<file path="src/cml_pkg.sv">
// ----------------------------------------------------------------------------
// cml_pkg
// Shared types and constants of the C-minus scanner: scanner states, token
// kinds and the result records passed from the scan step to the result queue.
// ----------------------------------------------------------------------------
package cml_pkg;

   // Longest token text that is counted; longer tokens saturate here.
   localparam int MAX_TOKEN_LENGTH = 40;
   localparam int LEN_W            = 6;
   localparam int LINE_W           = 16;

   typedef enum logic [3:0] {
      ST_START        = 4'd0,
      ST_ASSIGN       = 4'd1,
      ST_SLASH        = 4'd2,
      ST_COMMENT      = 4'd3,
      ST_COMMENT_STAR = 4'd4,
      ST_NUM          = 4'd5,
      ST_ID           = 4'd6,
      ST_GT           = 4'd7,
      ST_LT           = 4'd8,
      ST_BANG         = 4'd9
   } scan_state_type;

   typedef enum logic [4:0] {
      TK_ENDFILE = 5'd0,
      TK_ERROR   = 5'd1,
      TK_IF      = 5'd2,
      TK_ELSE    = 5'd3,
      TK_WHILE   = 5'd4,
      TK_RETURN  = 5'd5,
      TK_VOID    = 5'd6,
      TK_INT     = 5'd7,
      TK_ID      = 5'd8,
      TK_NUM     = 5'd9,
      TK_ASSIGN  = 5'd10,
      TK_EQ      = 5'd11,
      TK_NOTEQ   = 5'd12,
      TK_LT      = 5'd13,
      TK_LE      = 5'd14,
      TK_GT      = 5'd15,
      TK_GE      = 5'd16,
      TK_PLUS    = 5'd17,
      TK_MINUS   = 5'd18,
      TK_TIMES   = 5'd19,
      TK_OVER    = 5'd20,
      TK_LPAREN  = 5'd21,
      TK_RPAREN  = 5'd22,
      TK_LSQ     = 5'd23,
      TK_RSQ     = 5'd24,
      TK_LCURL   = 5'd25,
      TK_RCURL   = 5'd26,
      TK_SEMI    = 5'd27,
      TK_COMMA   = 5'd28
   } token_kind_type;

   // One token result
   typedef struct packed {
      token_kind_type     kind;
      logic [LEN_W-1:0]   length;
      logic [LINE_W-1:0]  line;
      logic               last;
   } result_type;

   // Results produced by one character: count is 0, 1 or 2, res0 goes first
   typedef struct packed {
      logic [1:0]  count;
      result_type  res0;
      result_type  res1;
   } step_out_type;

endpackage

</file>
<file path="src/cml_scan.sv">
// ----------------------------------------------------------------------------
// cml_scan
// Scanner automaton state and one-character step. Closes a pending token and
// rescans the same character from the start state in the same cycle.
// ----------------------------------------------------------------------------
module cml_scan (
   input  logic                  clock,
   input  logic                  reset,
   input  logic                  step_en,
   input  logic [7:0]            char_code,
   input  logic                  end_of_input,
   output cml_pkg::step_out_type step_out
);
   import cml_pkg::*;

   // Only the first few characters are kept: enough to spot a keyword
   localparam int KW_COUNT = 6;
   localparam int KW_SLOTS = 6;
   localparam int KW_IDX_W = $clog2(KW_SLOTS);

   localparam logic [LEN_W-1:0] MAX_LEN   = LEN_W'(MAX_TOKEN_LENGTH);
   localparam logic [LEN_W-1:0] SLOTS_LEN = LEN_W'(KW_SLOTS);

   localparam logic [7:0] CH_EQ    = "=";
   localparam logic [7:0] CH_SLASH = "/";
   localparam logic [7:0] CH_STAR  = "*";
   localparam logic [7:0] CH_BANG  = "!";
   localparam logic [7:0] CH_LT    = "<";
   localparam logic [7:0] CH_GT    = ">";
   localparam logic [7:0] CH_SPACE = " ";
   localparam logic [7:0] CH_TAB   = 8'h09;
   localparam logic [7:0] CH_LF    = 8'h0A;
   localparam logic [7:0] CH_NUL   = 8'h00;

   localparam logic [7:0] KW_TEXT [KW_COUNT][KW_SLOTS] = '{
      '{"i", "f", CH_NUL, CH_NUL, CH_NUL, CH_NUL},
      '{"e", "l", "s", "e", CH_NUL, CH_NUL},
      '{"w", "h", "i", "l", "e", CH_NUL},
      '{"r", "e", "t", "u", "r", "n"},
      '{"v", "o", "i", "d", CH_NUL, CH_NUL},
      '{"i", "n", "t", CH_NUL, CH_NUL, CH_NUL}
   };
   localparam logic [LEN_W-1:0] KW_LEN [KW_COUNT] = '{
      LEN_W'(2), LEN_W'(4), LEN_W'(5), LEN_W'(6), LEN_W'(4), LEN_W'(3)
   };

   function automatic token_kind_type single_kind(input logic [7:0] c);
      token_kind_type k;
      unique case (c)
         "+":     k = TK_PLUS;
         "-":     k = TK_MINUS;
         "*":     k = TK_TIMES;
         "(":     k = TK_LPAREN;
         ")":     k = TK_RPAREN;
         "[":     k = TK_LSQ;
         "]":     k = TK_RSQ;
         "{":     k = TK_LCURL;
         "}":     k = TK_RCURL;
         ";":     k = TK_SEMI;
         ",":     k = TK_COMMA;
         default: k = TK_ERROR;
      endcase
      return k;
   endfunction

   scan_state_type     state_ff, state_in;
   logic [LEN_W-1:0]   len_ff, len_in;
   logic [7:0]         chars_ff [KW_SLOTS];
   logic [7:0]         chars_in [KW_SLOTS];
   logic [LINE_W-1:0]  line_ff, line_in;

   logic               is_digit, is_alpha, is_eq;
   scan_state_type     st_state;
   logic               st_save, st_emit;
   token_kind_type     st_kind;
   token_kind_type     kw_kind;
   logic               pend_v, rescan, save;
   token_kind_type     pend_kind;
   logic [LEN_W-1:0]   pend_len;
   logic               emit_start;
   result_type         pend_res, start_res;

   assign is_digit = (char_code >= "0") && (char_code <= "9");
   assign is_alpha = ((char_code >= "a") && (char_code <= "z")) ||
                     ((char_code >= "A") && (char_code <= "Z"));
   assign is_eq    = !end_of_input && (char_code == CH_EQ);

   // Start-state decode of the current character
   always_comb begin
      st_state = ST_START;
      st_save  = 1'b0;
      st_emit  = 1'b0;
      st_kind  = TK_ENDFILE;
      priority if (end_of_input) begin
         st_emit = 1'b1;
      end else if (is_digit) begin
         st_save  = 1'b1;
         st_state = ST_NUM;
      end else if (is_alpha) begin
         st_save  = 1'b1;
         st_state = ST_ID;
      end else if (char_code == CH_EQ) begin
         st_state = ST_ASSIGN;
      end else if (char_code == CH_SLASH) begin
         st_state = ST_SLASH;
      end else if (char_code == CH_SPACE || char_code == CH_TAB || char_code == CH_LF) begin
         st_state = ST_START;
      end else if (char_code == CH_GT) begin
         st_state = ST_GT;
      end else if (char_code == CH_LT) begin
         st_state = ST_LT;
      end else if (char_code == CH_BANG) begin
         st_state = ST_BANG;
      end else begin
         st_emit = 1'b1;
         st_kind = single_kind(char_code);
      end
   end

   // Keyword lookup on the saved prefix
   always_comb begin
      logic match;
      kw_kind = TK_ID;
      for (int i = KW_COUNT - 1; i >= 0; i--) begin
         match = (len_ff == KW_LEN[i]);
         for (int j = 0; j < KW_SLOTS; j++) begin
            if ((LEN_W'(j) < KW_LEN[i]) && (chars_ff[j] != KW_TEXT[i][j])) begin
               match = 1'b0;
            end
         end
         if (match) begin
            kw_kind = token_kind_type'(5'(TK_IF) + 5'(i));
         end
      end
   end

   // Automaton step
   always_comb begin
      state_in  = state_ff;
      len_in    = len_ff;
      chars_in  = chars_ff;
      pend_v    = 1'b0;
      pend_kind = TK_ERROR;
      pend_len  = '0;
      rescan    = 1'b0;
      save      = 1'b0;
      unique case (state_ff)
         ST_ASSIGN, ST_GT, ST_LT: begin
            pend_v = 1'b1;
            if (is_eq) begin
               pend_len = LEN_W'(2);
               state_in = ST_START;
               unique case (state_ff)
                  ST_ASSIGN: pend_kind = TK_EQ;
                  ST_GT:     pend_kind = TK_GE;
                  default:   pend_kind = TK_LE;
               endcase
            end else begin
               pend_len = LEN_W'(1);
               rescan   = 1'b1;
               unique case (state_ff)
                  ST_ASSIGN: pend_kind = TK_ASSIGN;
                  ST_GT:     pend_kind = TK_GT;
                  default:   pend_kind = TK_LT;
               endcase
            end
         end
         ST_SLASH: begin
            if (!end_of_input && char_code == CH_STAR) begin
               state_in = ST_COMMENT;
            end else begin
               pend_v    = 1'b1;
               pend_kind = TK_OVER;
               pend_len  = LEN_W'(1);
               rescan    = 1'b1;
            end
         end
         ST_COMMENT: begin
            if (end_of_input) begin
               pend_v    = 1'b1;
               pend_kind = TK_ENDFILE;
               state_in  = ST_START;
            end else if (char_code == CH_STAR) begin
               state_in = ST_COMMENT_STAR;
            end
         end
         ST_COMMENT_STAR: begin
            priority if (end_of_input) begin
               pend_v    = 1'b1;
               pend_kind = TK_ENDFILE;
               state_in  = ST_START;
            end else if (char_code == CH_STAR) begin
               state_in = ST_COMMENT_STAR;
            end else if (char_code == CH_SLASH) begin
               state_in = ST_START;
               len_in   = '0;
            end else begin
               state_in = ST_COMMENT;
            end
         end
         ST_BANG: begin
            pend_v = 1'b1;
            priority if (is_eq) begin
               pend_kind = TK_NOTEQ;
               pend_len  = LEN_W'(2);
               state_in  = ST_START;
            end else if (end_of_input) begin
               pend_kind = TK_ERROR;
               pend_len  = LEN_W'(1);
               rescan    = 1'b1;
            end else begin
               // the second character is swallowed by the error token
               pend_kind = TK_ERROR;
               pend_len  = LEN_W'(2);
               state_in  = ST_START;
            end
         end
         ST_NUM: begin
            if (!end_of_input && is_digit) begin
               save = 1'b1;
            end else begin
               pend_v    = 1'b1;
               pend_kind = TK_NUM;
               pend_len  = len_ff;
               rescan    = 1'b1;
            end
         end
         ST_ID: begin
            if (!end_of_input && is_alpha) begin
               save = 1'b1;
            end else begin
               pend_v    = 1'b1;
               pend_kind = kw_kind;
               pend_len  = len_ff;
               rescan    = 1'b1;
            end
         end
         default: begin
            rescan = 1'b1;
         end
      endcase

      // append to the token text, saturating
      if (save && (len_ff < MAX_LEN)) begin
         if (len_ff < SLOTS_LEN) begin
            chars_in[len_ff[KW_IDX_W-1:0]] = char_code;
         end
         len_in = len_ff + LEN_W'(1);
      end

      // same character scanned again from the start state
      if (rescan) begin
         state_in = st_state;
         len_in   = st_save ? LEN_W'(1) : '0;
         if (st_save) begin
            chars_in[0] = char_code;
         end
      end
   end

   assign line_in = (!end_of_input && char_code == CH_LF) ? line_ff + LINE_W'(1) : line_ff;

   // Result assembly: pending token first, then the start-state token
   assign emit_start = rescan && st_emit;

   always_comb begin
      pend_res.kind    = pend_kind;
      pend_res.length  = pend_len;
      pend_res.line    = line_ff;
      pend_res.last    = !emit_start;
      start_res.kind   = st_kind;
      start_res.length = end_of_input ? '0 : LEN_W'(1);
      start_res.line   = line_ff;
      start_res.last   = 1'b1;

      step_out.res0  = pend_v ? pend_res : start_res;
      step_out.res1  = start_res;
      step_out.count = step_en ? (2'(pend_v) + 2'(emit_start)) : 2'd0;
   end

   // State registers
   always_ff @(posedge clock) begin
      if (reset) begin
         state_ff <= ST_START;
         len_ff   <= '0;
         line_ff  <= LINE_W'(1);
      end else if (step_en) begin
         state_ff <= state_in;
         len_ff   <= len_in;
         line_ff  <= line_in;
      end
   end

   // Saved token prefix, payload only
   always_ff @(posedge clock) begin
      if (step_en) begin
         chars_ff <= chars_in;
      end
   end

endmodule

</file>
<file path="src/cml_rsp_queue.sv">
// ----------------------------------------------------------------------------
// cml_rsp_queue
// Small result queue: takes up to two results per cycle from the scan step,
// hands them out one per cycle on the result channel while rsp_ready is high.
// ----------------------------------------------------------------------------
module cml_rsp_queue (
   input  logic                  clock,
   input  logic                  reset,
   input  cml_pkg::step_out_type push,
   output logic                  push_ready,
   output logic                  rsp_valid,
   input  logic                  rsp_ready,
   output cml_pkg::result_type   rsp_data
);
   import cml_pkg::*;

   localparam int DEPTH = 4;
   localparam int PTR_W = $clog2(DEPTH);
   localparam int CNT_W = $clog2(DEPTH + 1);

   result_type          entry_ff [DEPTH];
   logic [PTR_W-1:0]    wr_ptr_ff, wr_ptr_in;
   logic [PTR_W-1:0]    rd_ptr_ff, rd_ptr_in;
   logic [CNT_W-1:0]    count_ff, count_in;
   logic                pop;

   // Room for the worst case of one character: two results
   assign push_ready = (count_ff <= CNT_W'(DEPTH - 2));
   assign rsp_valid  = (count_ff != '0);
   assign rsp_data   = entry_ff[rd_ptr_ff];
   assign pop        = rsp_valid && rsp_ready;

   always_comb begin
      wr_ptr_in = wr_ptr_ff + PTR_W'(push.count);
      rd_ptr_in = rd_ptr_ff + PTR_W'(pop);
      count_in  = count_ff + CNT_W'(push.count) - CNT_W'(pop);
   end

   always_ff @(posedge clock) begin
      if (reset) begin
         wr_ptr_ff <= '0;
         rd_ptr_ff <= '0;
         count_ff  <= '0;
      end else begin
         wr_ptr_ff <= wr_ptr_in;
         rd_ptr_ff <= rd_ptr_in;
         count_ff  <= count_in;
      end
   end

   // Entry writes
   always_ff @(posedge clock) begin
      if (push.count != 2'd0) begin
         entry_ff[wr_ptr_ff] <= push.res0;
      end
      if (push.count == 2'd2) begin
         entry_ff[wr_ptr_ff + PTR_W'(1)] <= push.res1;
      end
   end

endmodule

</file>
<file path="src/c_minus_lexer.sv">
// ----------------------------------------------------------------------------
// c_minus_lexer
// C-minus scanner: one source character per item in, token items out.
// ----------------------------------------------------------------------------
// Usage:
//   req channel: one character (req_char_code) per item, or an end-of-input
//   mark (req_end_of_input = 1, character ignored). rsp channel: one token
//   per item with kind, length (saturated), line and a flag on the last
//   token caused by a character. A character gives zero, one or two tokens.
//   A token caused by a character is written into the result queue when
//   the character is accepted; it shows on rsp once the tokens ahead of it
//   are taken. Throughput: one character per cycle while the result queue
//   has room for two tokens; the rsp side drains one token per cycle while
//   rsp_ready is high, so characters that yield two tokens set the pace to
//   one token per cycle on rsp; the four-entry result queue drives req_ready.
//   Reset: scanner in its start state, line counter at one, queue empty.
//   rsp stall: tokens collect in the queue; req_ready falls once fewer than
//   two entries are free and rises again as tokens are taken.
// ----------------------------------------------------------------------------
module c_minus_lexer (
   input  logic        clock,
   input  logic        reset,
   input  logic        req_valid,
   output logic        req_ready,
   input  logic [7:0]  req_char_code,
   input  logic        req_end_of_input,
   output logic        rsp_valid,
   input  logic        rsp_ready,
   output logic [4:0]  rsp_token_kind,
   output logic [5:0]  rsp_token_length,
   output logic [15:0] rsp_line_number,
   output logic        rsp_last_result
);
   import cml_pkg::*;

   logic          req_fire;
   step_out_type  step_out;
   result_type    rsp_data;

   assign req_fire = req_valid && req_ready;

   cml_scan u_scan (
      .clock        (clock),
      .reset        (reset),
      .step_en      (req_fire),
      .char_code    (req_char_code),
      .end_of_input (req_end_of_input),
      .step_out     (step_out)
   );

   cml_rsp_queue u_queue (
      .clock      (clock),
      .reset      (reset),
      .push       (step_out),
      .push_ready (req_ready),
      .rsp_valid  (rsp_valid),
      .rsp_ready  (rsp_ready),
      .rsp_data   (rsp_data)
   );

   assign rsp_token_kind   = rsp_data.kind;
   assign rsp_token_length = rsp_data.length;
   assign rsp_line_number  = rsp_data.line;
   assign rsp_last_result  = rsp_data.last;

   // Results are only produced by an accepted character
   a_no_push_idle: assert property (@(posedge clock) disable iff (reset)
      !req_fire |-> step_out.count == 2'd0)
      else $error("results pushed without an accepted item");

   // Two results: only the second carries the last flag
   a_two_last: assert property (@(posedge clock) disable iff (reset)
      step_out.count == 2'd2 |-> !step_out.res0.last && step_out.res1.last)
      else $error("last flag misplaced on a two-result item");

   // Queue is empty right after reset
   a_reset_empty: assert property (@(posedge clock)
      reset |=> !rsp_valid)
      else $error("result valid after reset");

   // End-of-file tokens carry no text
   a_endfile_len: assert property (@(posedge clock) disable iff (reset)
      rsp_valid && rsp_token_kind == TK_ENDFILE |-> rsp_token_length == '0)
      else $error("endfile token with nonzero length");

endmodule

</file>
<file path="config.mk">
export PLATFORM = sky130hd
export DESIGN_NAME = c_minus_lexer
export DESIGN_NICKNAME = d
export VERILOG_FILES = /design/src/cml_pkg.sv /design/src/cml_scan.sv /design/src/cml_rsp_queue.sv /design/src/c_minus_lexer.sv
export SDC_FILE = /design/constraint.sdc
export NUM_CORES = 1
export LEC_CHECK = 0
export ABC_AREA = 0
export CORE_ASPECT_RATIO = 1.2
export CORE_UTILIZATION = 40
export CTS_CLUSTER_SIZE = 20
export DETAILED_ROUTE_END_ITERATION = 6
export DONT_BUFFER_PORTS = 1
export PLACE_DENSITY_LB_ADDON = 0.08
export SETUP_SLACK_MARGIN = 0.02
export SLEW_MARGIN = 40
export SYNTH_ARGS = -nofsm -noshare
export SYNTH_HDL_FRONTEND = slang
export SYNTH_HIERARCHICAL = 1
export SYNTH_SLANG_ARGS = --single-unit
</file>
<file path="constraint.sdc">
create_clock -name clock -period 5.05 [get_ports clock]
set_clock_uncertainty 0.2 [all_clocks]
set_input_delay 0.7575 -clock clock [delete_from_list [all_inputs] [get_ports clock]]
set_output_delay 0.7575 -clock clock [all_outputs]
set_load 0.02 [all_outputs]
</file>
==> results.ini <==
[die]
die_area_sq_mm=0.0274
die_y_um=181
start_util_pct=40.7
ioPinCount=43
core_sq_mm=0.0263
die_w_um=151
rows=65

[timing]
min_period_over_period_pct=85.0
drv_slew=0
max_freq_mhz=233
setup_violations=0
whs_ns=0.188
fin_crit_ns=4.29
rsz0062_at_grt=no
hold_viol_final=0
slew_headroom_pct=47.9
worst_pin_slew_ns=0.771
finalSetupTns_ns=0

[detailed_routing]
drtIter0Drc=436
drt-pass1-iter-count=5
final_antenna_net_count=0
drc=0
avgRoutedWirePerCell_um=22.4
wl_um=25700
viasPerCell=5.85
vias=6721

[worst_setup_path]
regToRegSetupSlack_ns=0.76
timing.rr.end=u_queue/entry_ff[2][14]$_DFFE_PP_
r2r_start=u_scan/state_ff[3]$_SDFFE_PP0P_
end_kind=flip-flop
worstPathMaxFanout=22
setup.worst_path.class=reg2reg
reg2reg_depth=12
cp.arrival_ns=4.28
slowest_delay_ns=0.51
start_kind=flip-flop
startpoint=u_scan/state_ff[3]$_SDFFE_PP0P_
cp.required_ns=5.03
crit_slowest_cell=and4bb_1
crit_chain=nand2b_1, or3_1, a21o_1, nand2_1, nor2_1, inv_1, ha_1, inv_1, nor2_1, and4bb_1, buf_12, mux2_2

[power]
switching_share_pct=34.7
pwr_density_cell_mw_per_mm2=481
totalPowerFinal_w=0.00555
power_switching_w=0.00193
power_leakage_nw=3.77
cellInternalPower_w=0.00363
pwr-share-seq_pct=42.1
peakVddDrop_uv=233
comb_power_share_pct=33.8
power_frac_clock_pct=24.2

[worst_hold_path]
hold_end=u_scan/len_ff[2]$_SDFFE_PP0P_
min_path_cells=1
min_from=reset
hold_path.class=in2reg

[cells_and_area]
layout_commonest_cell=edfxtp_1
antennaDiodeCount=0
drive_above_1_share_pct=27.6
syn2layout_area_growth_pct=7.94
final_cell_mix=edfxtp_1, mux2_2, nor2_1
nets=824

[synth]
ys_async_sr_fraction_pct=0
ys_types=86
synthFlopType=edfxtp_1
synth_edf_count=160
yosysSeqAreaShare_pct=51.1
syn_avg_cell_area_sq_um=13.0
synthesis.instances=823
syn_area_sq_mm=0.0107
yosys_warnings=6
synth_seq_cells=193

[global_routing]
grt_pass1_vias=6651
track_usage_pct=19.4
grt_max_degree=32
antenna_found_initial=0
grt_overflow=0
grt_pass1_wl_um=39400

[flow_run]
cap_violations=0

[cts]
cts-root-buf=clkbuf_16
cts_tree=built
cts_resized=0
clk_pin_slew_ns=0.08
cts.sinks=193
cts_setup_buffers=0
cts_hold_buf=0
clk_path_buf_depth=2
clock_latency_ns=0.44
htree_levels=4
numCtsBuffers=17

[placement]
place.gp.congestion=0.834
dp.final_hpwl_um=17000
port_buffers=0

[run_status]
status=finished, final reports clean

[layout make-up]
| type | instances | area (sq um) |
|---|---|---|
| flip-flops and latches | 193 | 5470 |
| clock buffers | 18 | 429 |
| well taps | 335 | 419 |
| clock inverters | 14 | 150 |
| inverters | 24 | 90.1 |
| multi-input cells | 541 | 4760 |
| fillers | 2406 | 14700 |
| repair buffers | 24 | 230 |
[synthesized netlist by cell type, types with 9 or more instances]
library cell    n  area share (%)
buf_4          26             1.8
nand4_1        19             1.1
mux2_2         96              10
inv_1          23            0.81
o21ai_0        25             1.2
nor3_1         12            0.56
nand2b_1       10            0.58
mux4_2         28             5.9
or3_1          11            0.64
clkbuf_1       28            0.98
edfxtp_1      160              45
nor2_1         46             1.6
nand3_1        12            0.56
mux2_4         22             3.1
nor4_1         15            0.88
nand2_1        37             1.3
a21oi_1        23             1.1
ha_1            9             1.1
nor2b_1        13            0.76
dfxtp_1        33             6.2
[routing by layer]
metal,wire length [um],GRT usage [%],vias to the layer above
met5,0,0,-
met4,363,5.12,0
met3,888,3.74,25
met2,13800,35.1,153
met1,10700,23.2,3402
li1,-,-,3141
[worst max path at each step]
stage               slack, ns                                end  cells past startpoint
global route             0.53  u_queue/entry_ff[2][14]$_DFFE_PP_                     12
finish                   0.76  u_queue/entry_ff[2][14]$_DFFE_PP_                     12
floorplan                0.06   u_queue/entry_ff[0][0]$_DFFE_PP_                     12
detailed placement       0.44  u_queue/entry_ff[2][14]$_DFFE_PP_                     11
global placement         0.50  u_queue/entry_ff[2][27]$_DFFE_PP_                     11
CTS                      0.81  u_queue/entry_ff[2][14]$_DFFE_PP_                     12
[logic make-up after synthesis]
group | synth area share, %
XOR/XNOR | 1.57
AO/OA/AOI/OAI | 7.44
other | 0.0702
AND/OR/NAND/NOR | 13.6
adder cells (fa/ha/maj) | 1.33
flip-flops | 51.1
multiplexers | 19.8
buffers and inverters | 5.09
[metrics by stage]
step / instance area [sq um] / setup slack [ns] / cells / util (%)
floorplan: 10700 / 0.0626 / 827 / -
global placement: 11000 / 0.503 / 1117 / 41.7
detailed placement: 11000 / 0.441 / 1117 / 41.7
CTS: 11500 / 0.807 / 1149 / 43.9
global route: 11500 / 0.525 / 1149 / 44.0
finish: 11500 / 0.757 / 1149 / 44.0
[critical path: cells and delay by family, from the launching register on]
kind	cells	cell delay, ns
buf+inv	3	0.52
compound gates	1	0.28
mux	1	0.36
fa+ha+maj	1	0.17
flops	1	0.45
simple gates	6	2.03
[power groups by stage]
stage	Sequential, W	Clock [W]	Combinational, W
finish	0.00234	0.00134	0.00188
global placement	0.00236	0	0.00186
detailed placement	0.00238	0	0.00189
floorplan	0.00227	0	0.00147
CTS	0.00234	0.00138	0.00190
global route	0.00238	0.00145	0.00201
(Power assumes the default switching activity.)
